## config.mk

```make
export PLATFORM = sky130hd
export DESIGN_NAME = framed_command_receiver_crc16
export DESIGN_NICKNAME = d
export VERILOG_FILES = /design/src/hw/rtl/fcr_pkg.sv /design/src/hw/rtl/fcr_crc_unit.sv /design/src/hw/rtl/framed_command_receiver_crc16.sv
export SDC_FILE = /design/constraint.sdc
export NUM_CORES = 1
export LEC_CHECK = 0
export ABC_AREA = 1
export BUFFER_PORTS_ARGS = -buffer_cell sky130_fd_sc_hd__buf_2
export CORE_MARGIN = 1.5
export CORE_UTILIZATION = 54
export DETAILED_ROUTE_END_ITERATION = 12
export PLACE_DENSITY_LB_ADDON = 0.1
export SYNTH_ARGS = -nofsm -noshare
export SYNTH_HDL_FRONTEND = slang
export SYNTH_SLANG_ARGS = --single-unit
```

## constraint.sdc

```tcl
create_clock -name clk -period 9.1 [get_ports clk]
set_clock_uncertainty 0.15 [all_clocks]
set_input_delay 0 -clock clk [delete_from_list [all_inputs] [get_ports clk]]
set_output_delay 0 -clock clk [all_outputs]
set_load 0.01 [all_outputs]
```

## src/hw/rtl/fcr_pkg.sv

```systemverilog
// Shared types and constants for the framed command receiver.
// Holds the item structs, status codes and the byte-wide CRC-16 update.
// No dependencies.
package fcr_pkg;

  localparam int unsigned CountW = 8;

  localparam logic [15:0] FrameHeader = 16'hFFFF;
  localparam logic [15:0] CrcInit     = 16'hFFFF;
  localparam logic [15:0] CrcPoly     = 16'hA001;
  localparam logic [CountW-1:0] MinFrameBytes = CountW'(4);
  localparam logic [CountW-1:0] HeaderBytes   = CountW'(2);

  // Meaning of req_type
  typedef enum logic {
    REQ_DATA = 1'b0,
    REQ_IDLE = 1'b1
  } fcr_req_kind_t;

  typedef enum logic [1:0] {
    STATUS_OK         = 2'd0,
    STATUS_BAD_HEADER = 2'd1,
    STATUS_TOO_SHORT  = 2'd2,
    STATUS_CRC_ERROR  = 2'd3
  } fcr_status_t;

  typedef struct packed {
    fcr_req_kind_t req_type;
    logic [7:0]    rx_byte;
  } fcr_req_t;

  typedef struct packed {
    fcr_status_t frame_status;
    logic [15:0] command_word;
    logic [31:0] value_word;
    logic [15:0] mode_word;
  } fcr_rsp_t;

  // Control from the frame collector to the CRC unit
  typedef struct packed {
    logic clear;   // frame ended, back to initial state
    logic shift;   // a kept byte enters the delay line
    logic fold;    // the byte leaving the delay line goes into the CRC
  } fcr_crc_ctl_t;

  // Modbus CRC-16, one byte, reflected polynomial
  function automatic logic [15:0] crc16_byte(input logic [15:0] crc, input logic [7:0] b);
    logic [15:0] c;
    c = crc ^ {8'h00, b};
    for (int k = 0; k < 8; k++) begin
      if (c[0]) begin
        c = (c >> 1) ^ CrcPoly;
      end else begin
        c = c >> 1;
      end
    end
    return c;
  endfunction

endpackage

```

## src/hw/rtl/fcr_crc_unit.sv

```systemverilog
// CRC-16 accumulator behind a two-byte delay line.
// The last two bytes of a frame stay in the delay line and never enter the CRC.
// Depends on fcr_pkg.
module fcr_crc_unit (
  input  logic                 clk,
  input  logic                 rst,
  input  fcr_pkg::fcr_crc_ctl_t ctl,
  input  logic [7:0]           rx_byte,
  output logic [15:0]          crc_accum,
  output logic [15:0]          tail_delay
);
  import fcr_pkg::*;

  logic [15:0] crc_accum_next;

  // CRC of the byte leaving the delay line
  always_comb begin
    crc_accum_next = crc_accum;
    if (ctl.fold) begin
      crc_accum_next = crc16_byte(crc_accum, tail_delay[15:8]);
    end
  end

  always_ff @(posedge clk) begin
    if (rst || ctl.clear) begin
      crc_accum  <= CrcInit;
      tail_delay <= 16'h0000;
    end else if (ctl.shift) begin
      crc_accum  <= crc_accum_next;
      tail_delay <= {tail_delay[7:0], rx_byte};
    end
  end

endmodule

```

## src/hw/rtl/framed_command_receiver_crc16.sv

```systemverilog
// Framed command receiver with Modbus CRC-16 check. Takes one item per clock:
// a data byte, or a line-idle mark that closes the frame. Each idle item yields
// one result in the next cycle (frame status plus command, value and mode words);
// data bytes yield none. The only stall is a result held in the output register
// while rsp_ready is low: then req_ready drops. Throughput is one item per cycle,
// set by the single-byte CRC update between the CRC register and itself.
// Bytes past MAX_FRAME_BYTES are dropped. Depends on fcr_pkg and fcr_crc_unit.
module framed_command_receiver_crc16 #(
  parameter int unsigned MAX_FRAME_BYTES = 128
) (
  input  logic             clk,
  input  logic             rst,
  input  logic             req_valid,
  output logic             req_ready,
  input  fcr_pkg::fcr_req_t req,
  output logic             rsp_valid,
  input  logic             rsp_ready,
  output fcr_pkg::fcr_rsp_t rsp
);
  import fcr_pkg::*;

  logic [CountW-1:0] byte_count;
  logic [15:0]       header_seen;
  logic [15:0]       command_hold;
  logic [31:0]       value_hold;
  logic [15:0]       mode_hold;
  logic [15:0]       crc_accum;
  logic [15:0]       tail_delay;

  logic         accept;
  logic         data_acc;
  logic         idle_acc;
  logic         keep_byte;
  fcr_crc_ctl_t crc_ctl;
  fcr_status_t  status;
  fcr_rsp_t     rsp_next;

  // Handshake: a held, untaken result blocks the next item
  assign req_ready = !rsp_valid || rsp_ready;
  assign accept    = req_valid && req_ready;
  assign data_acc  = accept && (req.req_type == REQ_DATA);
  assign idle_acc  = accept && (req.req_type == REQ_IDLE);
  assign keep_byte = data_acc && (byte_count < CountW'(MAX_FRAME_BYTES));

  assign crc_ctl.clear = idle_acc;
  assign crc_ctl.shift = keep_byte;
  assign crc_ctl.fold  = keep_byte && (byte_count >= MinFrameBytes);

  fcr_crc_unit u_crc (
    .clk        (clk),
    .rst        (rst),
    .ctl        (crc_ctl),
    .rx_byte    (req.rx_byte),
    .crc_accum  (crc_accum),
    .tail_delay (tail_delay)
  );

  // Frame check, in priority order
  always_comb begin
    if (header_seen != FrameHeader || byte_count < HeaderBytes) begin
      status = STATUS_BAD_HEADER;
    end else if (byte_count < MinFrameBytes) begin
      status = STATUS_TOO_SHORT;
    end else if ({crc_accum[7:0], crc_accum[15:8]} != tail_delay) begin
      status = STATUS_CRC_ERROR;
    end else begin
      status = STATUS_OK;
    end
  end

  always_comb begin
    rsp_next.frame_status = status;
    rsp_next.command_word = command_hold;
    rsp_next.value_word   = value_hold;
    rsp_next.mode_word    = mode_hold;
  end

  // Byte collection: count and field capture
  always_ff @(posedge clk) begin
    if (rst || idle_acc) begin
      byte_count   <= '0;
      header_seen  <= 16'h0000;
      command_hold <= 16'h0000;
      value_hold   <= 32'h0000_0000;
      mode_hold    <= 16'h0000;
    end else if (keep_byte) begin
      byte_count <= byte_count + CountW'(1);
      case (byte_count)
        CountW'(0): header_seen[15:8]  <= req.rx_byte;
        CountW'(1): header_seen[7:0]   <= req.rx_byte;
        CountW'(2): command_hold[15:8] <= req.rx_byte;
        CountW'(3): command_hold[7:0]  <= req.rx_byte;
        CountW'(4): value_hold[31:24]  <= req.rx_byte;
        CountW'(5): value_hold[23:16]  <= req.rx_byte;
        CountW'(6): value_hold[15:8]   <= req.rx_byte;
        CountW'(7): value_hold[7:0]    <= req.rx_byte;
        CountW'(8): mode_hold[15:8]    <= req.rx_byte;
        CountW'(9): mode_hold[7:0]     <= req.rx_byte;
        default: ;
      endcase
    end
  end

  // Result register
  always_ff @(posedge clk) begin
    if (rst) begin
      rsp_valid <= 1'b0;
    end else if (idle_acc) begin
      rsp_valid <= 1'b1;
    end else if (rsp_ready) begin
      rsp_valid <= 1'b0;
    end
  end

  always_ff @(posedge clk) begin
    if (idle_acc) begin
      rsp <= rsp_next;
    end
  end

endmodule

```

Word-level counts from Yosys, hierarchy flattened. Index checks and enable logic that the tools add are counted.

Logic and storage cells: 85. Flip-flop bits (word level): 187. Output and inout port bits: 68.

Mux-type cells: 19. $add $sub $neg: 1. Bitwise operators: 10. Reductions and logical operators: 22. Eq/ne operators: 11. Order comparisons: 4.

Operators with widths (count): 2-to-1 mux 16 bit (15); equality test 8 x 3 -> 1 bit, second input constant (4); NOT 2 -> 3 bit (8); AND reduction 2 bit (11); equality test 8 x 2 -> 1 bit, second input constant (2); equality test 8 x 4 -> 1 bit, second input constant (2); != test 16 bit (1); != test 16 bit, second input constant (1); XOR 16 x 8 -> 16 bit (1); adder 8 x 1 -> 8 bit, second input constant (1); equality test 8 x 1 -> 1 bit, second input constant (1); >= comparator 8 x 3 -> 1 bit, second input constant (1); zero test 8 bit (1); < comparator 8 x 2 -> 1 bit, second input constant (1); < comparator 8 x 3 -> 1 bit, second input constant (1); < comparator 8 bit, second input constant (1); logical AND 1 bit (5); 2-to-1 mux 2 bit (2); logical OR 1 bit (3); 2-to-1 mux 1 bit (2); nonzero test 2 bit (1); zero test 1 bit (1); NOT 1 bit (1).

Longest topological paths before layout. Gate-level depths: netlist of run 1.

Depth in word-level cells: 27. Gate-level depth with buffers: 15. Gate-level depth less buffers: 15.

Cells and area by module. Synthesis of run 1 repeated with hierarchy kept, for this count alone.

Cells, all modules: 813. Area, all modules: 7428.4 sq um.

Modules (own cells, without submodules): framed_command_receiver_crc16 (area an instance 5972.0 sq um, instances 1, cells each 609); fcr_crc_unit (area an instance 1456.4 sq um, instances 1, cells each 204).

Worst setup path before layout of run 1. OpenSTA, ideal clock, no wires.

Path type: reg-to-reg. From: register rsp_valid. To: register byte_count[1]. Period minus slack after synthesis: 4499 ps. Cell stages (with the launch flop): 11. Buffers on the path: 2. Arrival: 4223 ps. Setup time: 126 ps. Setup slack: 4601 ps. Cells stage by stage: dfxtp_1 > nand2_2 > nand2_1 > nor2_1 > inv_2 > nand2_4 > inv_2 > buf_4 > clkbuf_4 > o21ai_0 > a21oi_1.

Longest elaborated chain between the ends: 5.

Ends and longest elaborated chain: start: declaration (RTL line framed_command_receiver_crc16.sv:16) `output logic rsp_valid,`; start signal: assignment (RTL line framed_command_receiver_crc16.sv:107) `rsp_valid <= 1'b0;`; start signal: assignment (RTL line framed_command_receiver_crc16.sv:109) `rsp_valid <= 1'b1;`; start signal: assignment (RTL line framed_command_receiver_crc16.sv:111) `rsp_valid <= 1'b0;`; zero test 1 bit (RTL line framed_command_receiver_crc16.sv:39) `assign req_ready = !rsp_valid || rsp_ready;`; logical OR 1 bit (RTL line framed_command_receiver_crc16.sv:39); via req_ready (RTL line framed_command_receiver_crc16.sv:14) `output logic req_ready,`; logical AND 1 bit (RTL line framed_command_receiver_crc16.sv:40) `assign accept = req_valid && req_ready;`; logical AND 1 bit (RTL line framed_command_receiver_crc16.sv:42) `assign idle_acc = accept && (req.req_type == REQ_IDLE);`; via idle_acc (RTL line framed_command_receiver_crc16.sv:32) `logic idle_acc;`; logical OR 1 bit (RTL line framed_command_receiver_crc16.sv:80) `if (rst || idle_acc) begin`; end signal: assignment (RTL line framed_command_receiver_crc16.sv:87) `byte_count <= byte_count + CountW'(1);`; end: declaration (RTL line framed_command_receiver_crc16.sv:22) `logic [CountW-1:0] byte_count;`.

The timed path passes the listed nets, and every way through them passes these cells. A chain may end at the register's enable or synchronous reset.

Worst setup path in the final report of run 1.
From: register rsp_valid. To: register mode_hold[12].

RTL lines: zero test 1 bit (RTL line framed_command_receiver_crc16.sv:39); logical OR 1 bit (RTL line framed_command_receiver_crc16.sv:39); logical AND 1 bit (RTL line framed_command_receiver_crc16.sv:40); logical AND 1 bit (RTL line framed_command_receiver_crc16.sv:42); via idle_acc (RTL line framed_command_receiver_crc16.sv:32); logical OR 1 bit (RTL line framed_command_receiver_crc16.sv:80); end signal: assignment (RTL line framed_command_receiver_crc16.sv:97) `CountW'(8): mode_hold[15:8] <= req.rx_byte;`; end: declaration (RTL line framed_command_receiver_crc16.sv:26) `logic [15:0] mode_hold;`.

The timed path passes the listed nets, and every way through them passes these cells.

==> impl_metrics.ini, run 1 <==
[sta]
fin_crit_sh_pct = 26.5
hold_viol = 0
finalCriticalPeriod_ns = 2.41
slew_headroom_pct = 42.8
final.setup.worst_slack_ns = 6.69
slew_viol_final = 0
clock.fmax_mhz = 414
setup_viol = 0
worstMarginPinSlew_ns = 0.859
setup_tns_ns = 0
hold_slack_ns = 0.104
rsz0062_at_grt = false

[worst_setup_path]
cp.required_ns = 9.30
cp-start-kind = flop
cp.arrival_ns = 2.62
crit_type = flop to flop
crit_path_max_fanout = 78
endpoint_kind = flop

[place]
placed_area_um2 = 7310
port_buffers = 80
place.gp.congestion = 0.860
pre_cts_ws_ns = 6.70
dp_hpwl_um = 8850
place_inst = 879

[status]
status = finished clean

[detailed_routing]
wl_per_cell_um = 15.0
via_per_inst = 5.22
postRouteAntennaNets = 0
wl_um = 13900
drt-pass1-iter-count = 4
vias = 4816
drc = 0
initialDrtViolationCount = 370

[global_routing]
gr-usage-all-layers_pct = 22.0
grt_overflow = 0
grt_first_pass_wirelength_um = 22300
grt_max_degree = 79
antenna_found_initial = 0
first_global_vias = 4374

[die]
die_h_um = 116
ios = 81
dieArea_um2 = 13400
fp.dieW_um = 116
initial_utilization_pct = 54.9
num_rows = 41
design.core.area_um2 = 12500

[power_and_ir_drop]
p_per_area_nw_per_um2 = 208
p_leak_nw = 3.21
finalPower_mw = 1.66
ir_drop_mv = 0.128

[logic_synthesis]
ys_types = 41
avgSynthCellArea_um2 = 10.5
synth.most_common_cell = dfxtp_1
async_flop_share_pct = 0
synth-edff-count = 66
synthTopCellsByArea = dfxtp_1, edfxtp_1, a21oi_1
syn_inst = 652
synth_area_leader_cell = dfxtp_1
ys_seq_area_share_pct = 64.1
synth_area_um2 = 6870
yosysWarnings = 0
ys.flop_type = dfxtp_1
ys_ff_latch = 187
syn-num-nets = 670
synth_top_area_share_pct = 35.3
ys_top_cells_by_count = dfxtp_1, a21oi_1, o21ai_0, edfxtp_1, nand2_1

[clock_network]
cts_htree_levels = 4
cts_resized = 0
numCtsBuffers = 17
clockBufferDepth = 2
clkTransAtPathRegs_ns = 0.06
cts_tree = yes
root_buffer = clkbuf_16
clk_latency_ns = 0.43
cts_sinks = 187

[final_layout]
design_area_um2 = 7970
nNetsFinal = 756
instances_no_fill = 923
utilization_pct = 63.6
area.growth.synth_to_final_pct = 16.0
antenna_cells = 0
drive_above_1_share_pct = 19.2

[job]
cap_violations = 0

[worst_hold_path]
hp-class = input pin to flop
## kinds of logic (layout without fill, tap and decap cells)
group,count (synthesis),after routing,share of synthesized area [%]
AOI/OAI and AO/OA,226,226,17.2
xor gates and xnor gates,10,10,1.48
adders and majority gates,5,5,0.911
buffers and inverters,98,197,6.85
and+or+nand+nor,126,126,9.43
DFF,187,187,64.1
## cell usage in the layout, fill, tap and decap left out, types with 3 or more instances in the layout
cell type / count
nand2_1: 58
nand4_1: 5
o22ai_1: 3
inv_2: 6
nor2_1: 9
ha_1: 5
dlygate4sd3_1: 12
buf_4: 3
inv_1: 54
dfxtp_1: 121
clkbuf_1: 3
xnor2_1: 5
nor2_4: 5
clkinv_1: 9
buf_2: 80
clkbuf_16: 17
a21oi_1: 103
nor2_2: 8
nand3_1: 23
xor2_1: 4
o211ai_1: 10
clkinv_2: 7
o21ai_0: 101
clkinvlp_4: 3
nor3_1: 5
edfxtp_1: 66
## path summary, 6_finish.rpt
path                         endpoint  slack [ns]  cells after the start             from
hold reg to reg               rsp[48]        0.27                      0  command_hold[0]
hold / removal    u_crc.tail_delay[4]        0.10                      8        rsp_ready
setup / recovery        mode_hold[12]        6.69                      9        rsp_valid
setup reg to reg        mode_hold[12]        6.69                      9        rsp_valid
## flip-flops by register name, indices dropped and copies added (netlist names), 8 cells and up
| name | cells |
|---|---|
| header_seen | 16 |
| command_hold | 16 |
| u_crc.crc_accum | 16 |
| value_hold | 32 |
| u_crc.tail_delay | 16 |
| mode_hold | 16 |
| rsp | 66 |
| byte_count | 8 |
## report_power, final
group	internal, mW	switching (mW)
combinational	0.0278	0.0617
sequential	0.881	0.00729
clock	0.375	0.303
total	1.28	0.372
## worst max-delay path, cell delays in order (launching register included)
cell and delay, ns:
dfxtp_1 0.34, nand2_2 0.10, nand2_1 0.11, nor2_4 0.04
inv_2 0.07, nand2_4 0.09, inv_2 0.39, buf_4 0.61
o21ai_0 0.21, a21oi_1 0.17
## final cells by class
class                      instances  area [um2]
tap                              172         215
multi-input combinational        367        2000
fill                            1017        4550
clock buffer                      20         437
timing repair buffer              95         543
sequential                       187        4400
inverter                          70         265
clock inverter                    12        98.8
## timing repair
action | in CTS | in global routing
endpoints found under the hold margin | 97 | 0
setup buffers | 0 | 0
setup endpoints to repair | 0 | 0
hold buffers | 12 | 0
## per-layer routing
layer  vias to the layer above  global-route usage (%)  routed length [um]
li1                       2423                       -                   -
met1                      2226                    29.8                6540
met2                       142                    34.3                6480
met3                        25                    4.24                 565
met4                         0                    10.4                 300
met5                         -                       0                   0
(Power assumes the default switching activity.)
==> run 2, diff against run 1 <==
--- a/config.mk
+++ b/config.mk
@@ -5,10 +5,10 @@
 export SDC_FILE = /design/constraint.sdc
 export NUM_CORES = 1
 export LEC_CHECK = 0
-export ABC_AREA = 1
+export ABC_AREA = 0
 export BUFFER_PORTS_ARGS = -buffer_cell sky130_fd_sc_hd__buf_2
 export CORE_MARGIN = 1.5
-export CORE_UTILIZATION = 54
+export CORE_UTILIZATION = 52
 export DETAILED_ROUTE_END_ITERATION = 12
 export PLACE_DENSITY_LB_ADDON = 0.1
 export SYNTH_ARGS = -nofsm -noshare
==> constraint.sdc (replaced) <==
create_clock -name clk -period 2.09 [get_ports clk]
set_clock_uncertainty 0.15 [all_clocks]
set_input_delay 0 -clock clk [delete_from_list [all_inputs] [get_ports clk]]
set_output_delay 0 -clock clk [all_outputs]
set_load 0.01 [all_outputs]
==> impl_metrics.ini, run 2 <==
[status]
status = finished clean

[worst_setup_path]
cpPeakStageDelay_ns = 0.36
critPathTopFamily = XOR/XNOR gates
cp.arrival_ns = 2.29
crit_type = flop to flop
cp-start-kind = flop
cp.required_ns = 2.30
crit_path_max_fanout = 3
reg2reg_setup_slack_ns = 0.004
endpoint = u_crc.crc_accum[15]
r2r_start = u_crc.crc_accum[0]
endpoint_kind = flop
path_cells = xnor2_2 > ha_1 > xor3_1 > xor3_2 > xnor3_1 > o211ai_1
cp_num_buf_inv = 0
r2r_cells = 6
crit_slowest_cell = xnor3_1
cp.depth = 6
setup.worst_path.start = u_crc.crc_accum[0]
reg2reg_to = u_crc.crc_accum[15]

[final_layout]
area.growth.synth_to_final_pct = 20.5
final_cell_mix = dfxtp_1, a21oi_1, o21ai_0, buf_2, nand3_1
instances_no_fill = 961
final_common_cell = dfxtp_1
drive_above_1_share_pct = 21.1
utilization_pct = 65.1
largestRegisters = rsp x66, value_hold x32
design_area_um2 = 8730
top_register = rsp
nNetsFinal = 790
antenna_cells = 0
largest_reg_flops = 66
num-fill-cells = 1065

[power_and_ir_drop]
ir_drop_mv = 0.425
p_per_area_nw_per_um2 = 857
p_leak_nw = 3.02

[clock_network]
clkTransAtPathRegs_ns = 0.07
clk_latency_ns = 0.43
cts_sinks = 187
cts_tree = yes
root_buffer = clkbuf_16
clockBufferDepth = 2
numCtsBuffers = 17
cts_htree_levels = 4

[detailed_routing]
initialDrtViolationCount = 571
postRouteAntennaNets = 0
drc = 0
vias = 5484
wl_um = 16500
via_per_inst = 5.71
wl_per_cell_um = 17.1
drt-pass1-iter-count = 5

[die]
die_h_um = 121
num_rows = 42
ios = 81
design.core.area_um2 = 13400
fp.dieW_um = 121
dieArea_um2 = 14600
initial_utilization_pct = 54.0

[logic_synthesis]
avgSynthCellArea_um2 = 10.5
synth_fa_ha_area_share_pct = 0.864
synthTopCellsByArea = dfxtp_1, edfxtp_1, a21oi_1
synth.most_common_cell = dfxtp_1
ys.flop_type = dfxtp_1
synth.mux.area_fraction_pct = 0
synth_top_family_by_area = compound AO/OA/AOI/OAI gates
synthSimpleGateAreaFrac_pct = 13.0
synth-edff-count = 66
ys_top_cells_by_count = dfxtp_1, a21oi_1, o21ai_0, nand3_1, edfxtp_1
synth_top_area_share_pct = 33.5
async_flop_share_pct = 0
synth_area_leader_cell = dfxtp_1
synth_area_um2 = 7240
ys_ff_latch = 187
syn_inst = 690
ys_types = 41
yosysWarnings = 0
ys_seq_area_share_pct = 60.8
synth-xor-area-share_pct = 5.17
syn-num-nets = 708
synth-compound-area-share_pct = 15.6

[sta]
hold_viol = 0
slew_headroom_pct = 69.5
slew_viol_final = 0
fin_crit_sh_pct = 99.8
rsz0062_at_grt = true
worstMarginPinSlew_ns = 0.454
finalCriticalPeriod_ns = 2.09
clock.fmax_mhz = 479
setup_viol = 0

[job]
cap_violations = 0

[place]
placed_area_um2 = 7980
place_inst = 915
place.gp.congestion = 0.890
port_buffers = 80
dp_hpwl_um = 10300

[global_routing]
gr-usage-all-layers_pct = 23.2
grt_max_degree = 58
grt_first_pass_wirelength_um = 26300
first_global_vias = 5128
grt_overflow = 0
antenna_found_initial = 0

[worst_hold_path]
hp-class = input pin to flop
hold_start = rsp_ready
## run 2: cell count changes after synthesis, moves of 20 or more
cell | previous run | this run
nand3_1 | 23 | 81
inv_1 | 54 | 4
clkbuf_1 | 3 | 41
nand4_1 | 5 | 27
xnor2_1 | 5 | 26
nand2_1 | 58 | 38
## run 2: power by group
part | switching, mW | total [mW] | internal, mW
logic | 0.260 | 0.395 | 0.134
registers | 0.0211 | 3.84 | 3.81
clock network | 1.37 | 3.25 | 1.88
## run 2: how the worst min path moves through the flow
stage | to | slack [ns] | depth (start not counted)
after floorplan | rsp_valid | -0.09 | 1
after global placement | rsp_valid | 0.03 | 2
after detailed placement | rsp_valid | 0.04 | 2
after CTS | byte_count[4] | 0.04 | 5
after global routing | byte_count[4] | 0.12 | 5
final | byte_count[4] | 0.05 | 5
## run 2: per-stage QoR
stage / hold WS, ns / setup WS [ns] / power (mW) / TNS (ns)
2_1_floorplan: -0.0883 / -0.0606 / 4.13 / -4.00
3_3_place_gp: 0.0314 / 0.0386 / 4.28 / 0
3_5_place_dp: 0.0389 / -0.0206 / 4.29 / -0.0657
4_1_cts: 0.0355 / 0.00551 / 7.51 / 0
5_1_grt: 0.124 / -0.0897 / 7.70 / -0.177
6_report: 0.0497 / 0.00366 / 7.48 / 0
## run 2: cells by family (layout without fill, tap and decap cells)
logic type,count (synthesis),after routing
flip-flops,187,187
buffers and inverters,72,167
AO/OA/AOI/OAI,214,214
AND/OR/NAND/NOR,177,177
XOR/XNOR,35,35
adder cells (fa/ha/maj),5,5
## run 2: final cells by class
type,instances,area (um2),area share [%]
inverter,5,22.5,0.258
clock inverter,11,134,1.53
timing repair buffer,130,931,10.7
sequential,187,4410,50.5
tap,176,220,2.52
multi-input combinational,431,2540,29.1
clock buffer,21,472,5.40
## run 2: worst min-delay path, stage by stage
cell and delay [ns]:
buf_2 0.09, and2b_2 0.26, nor4_1 0.08, xnor2_1 0.13
nor2_1 0.04
## run 2: per-layer routing
layer	vias up	track usage [%]	share of wire [%]
met4	0	8.60	1.7
li1	2663	-	-
met5	-	0	0
met1	2652	31.1	44
met2	144	37.1	49
met3	25	5.22	5.0
## run 2: timing repair
item	CTS	global route
hold endpoints to repair	109	0
hold buffers	12	0
setup buffers	1	1
setup endpoints to repair	26	3
pin swaps	0	1
resized for setup	1	3
gates cloned	0	0
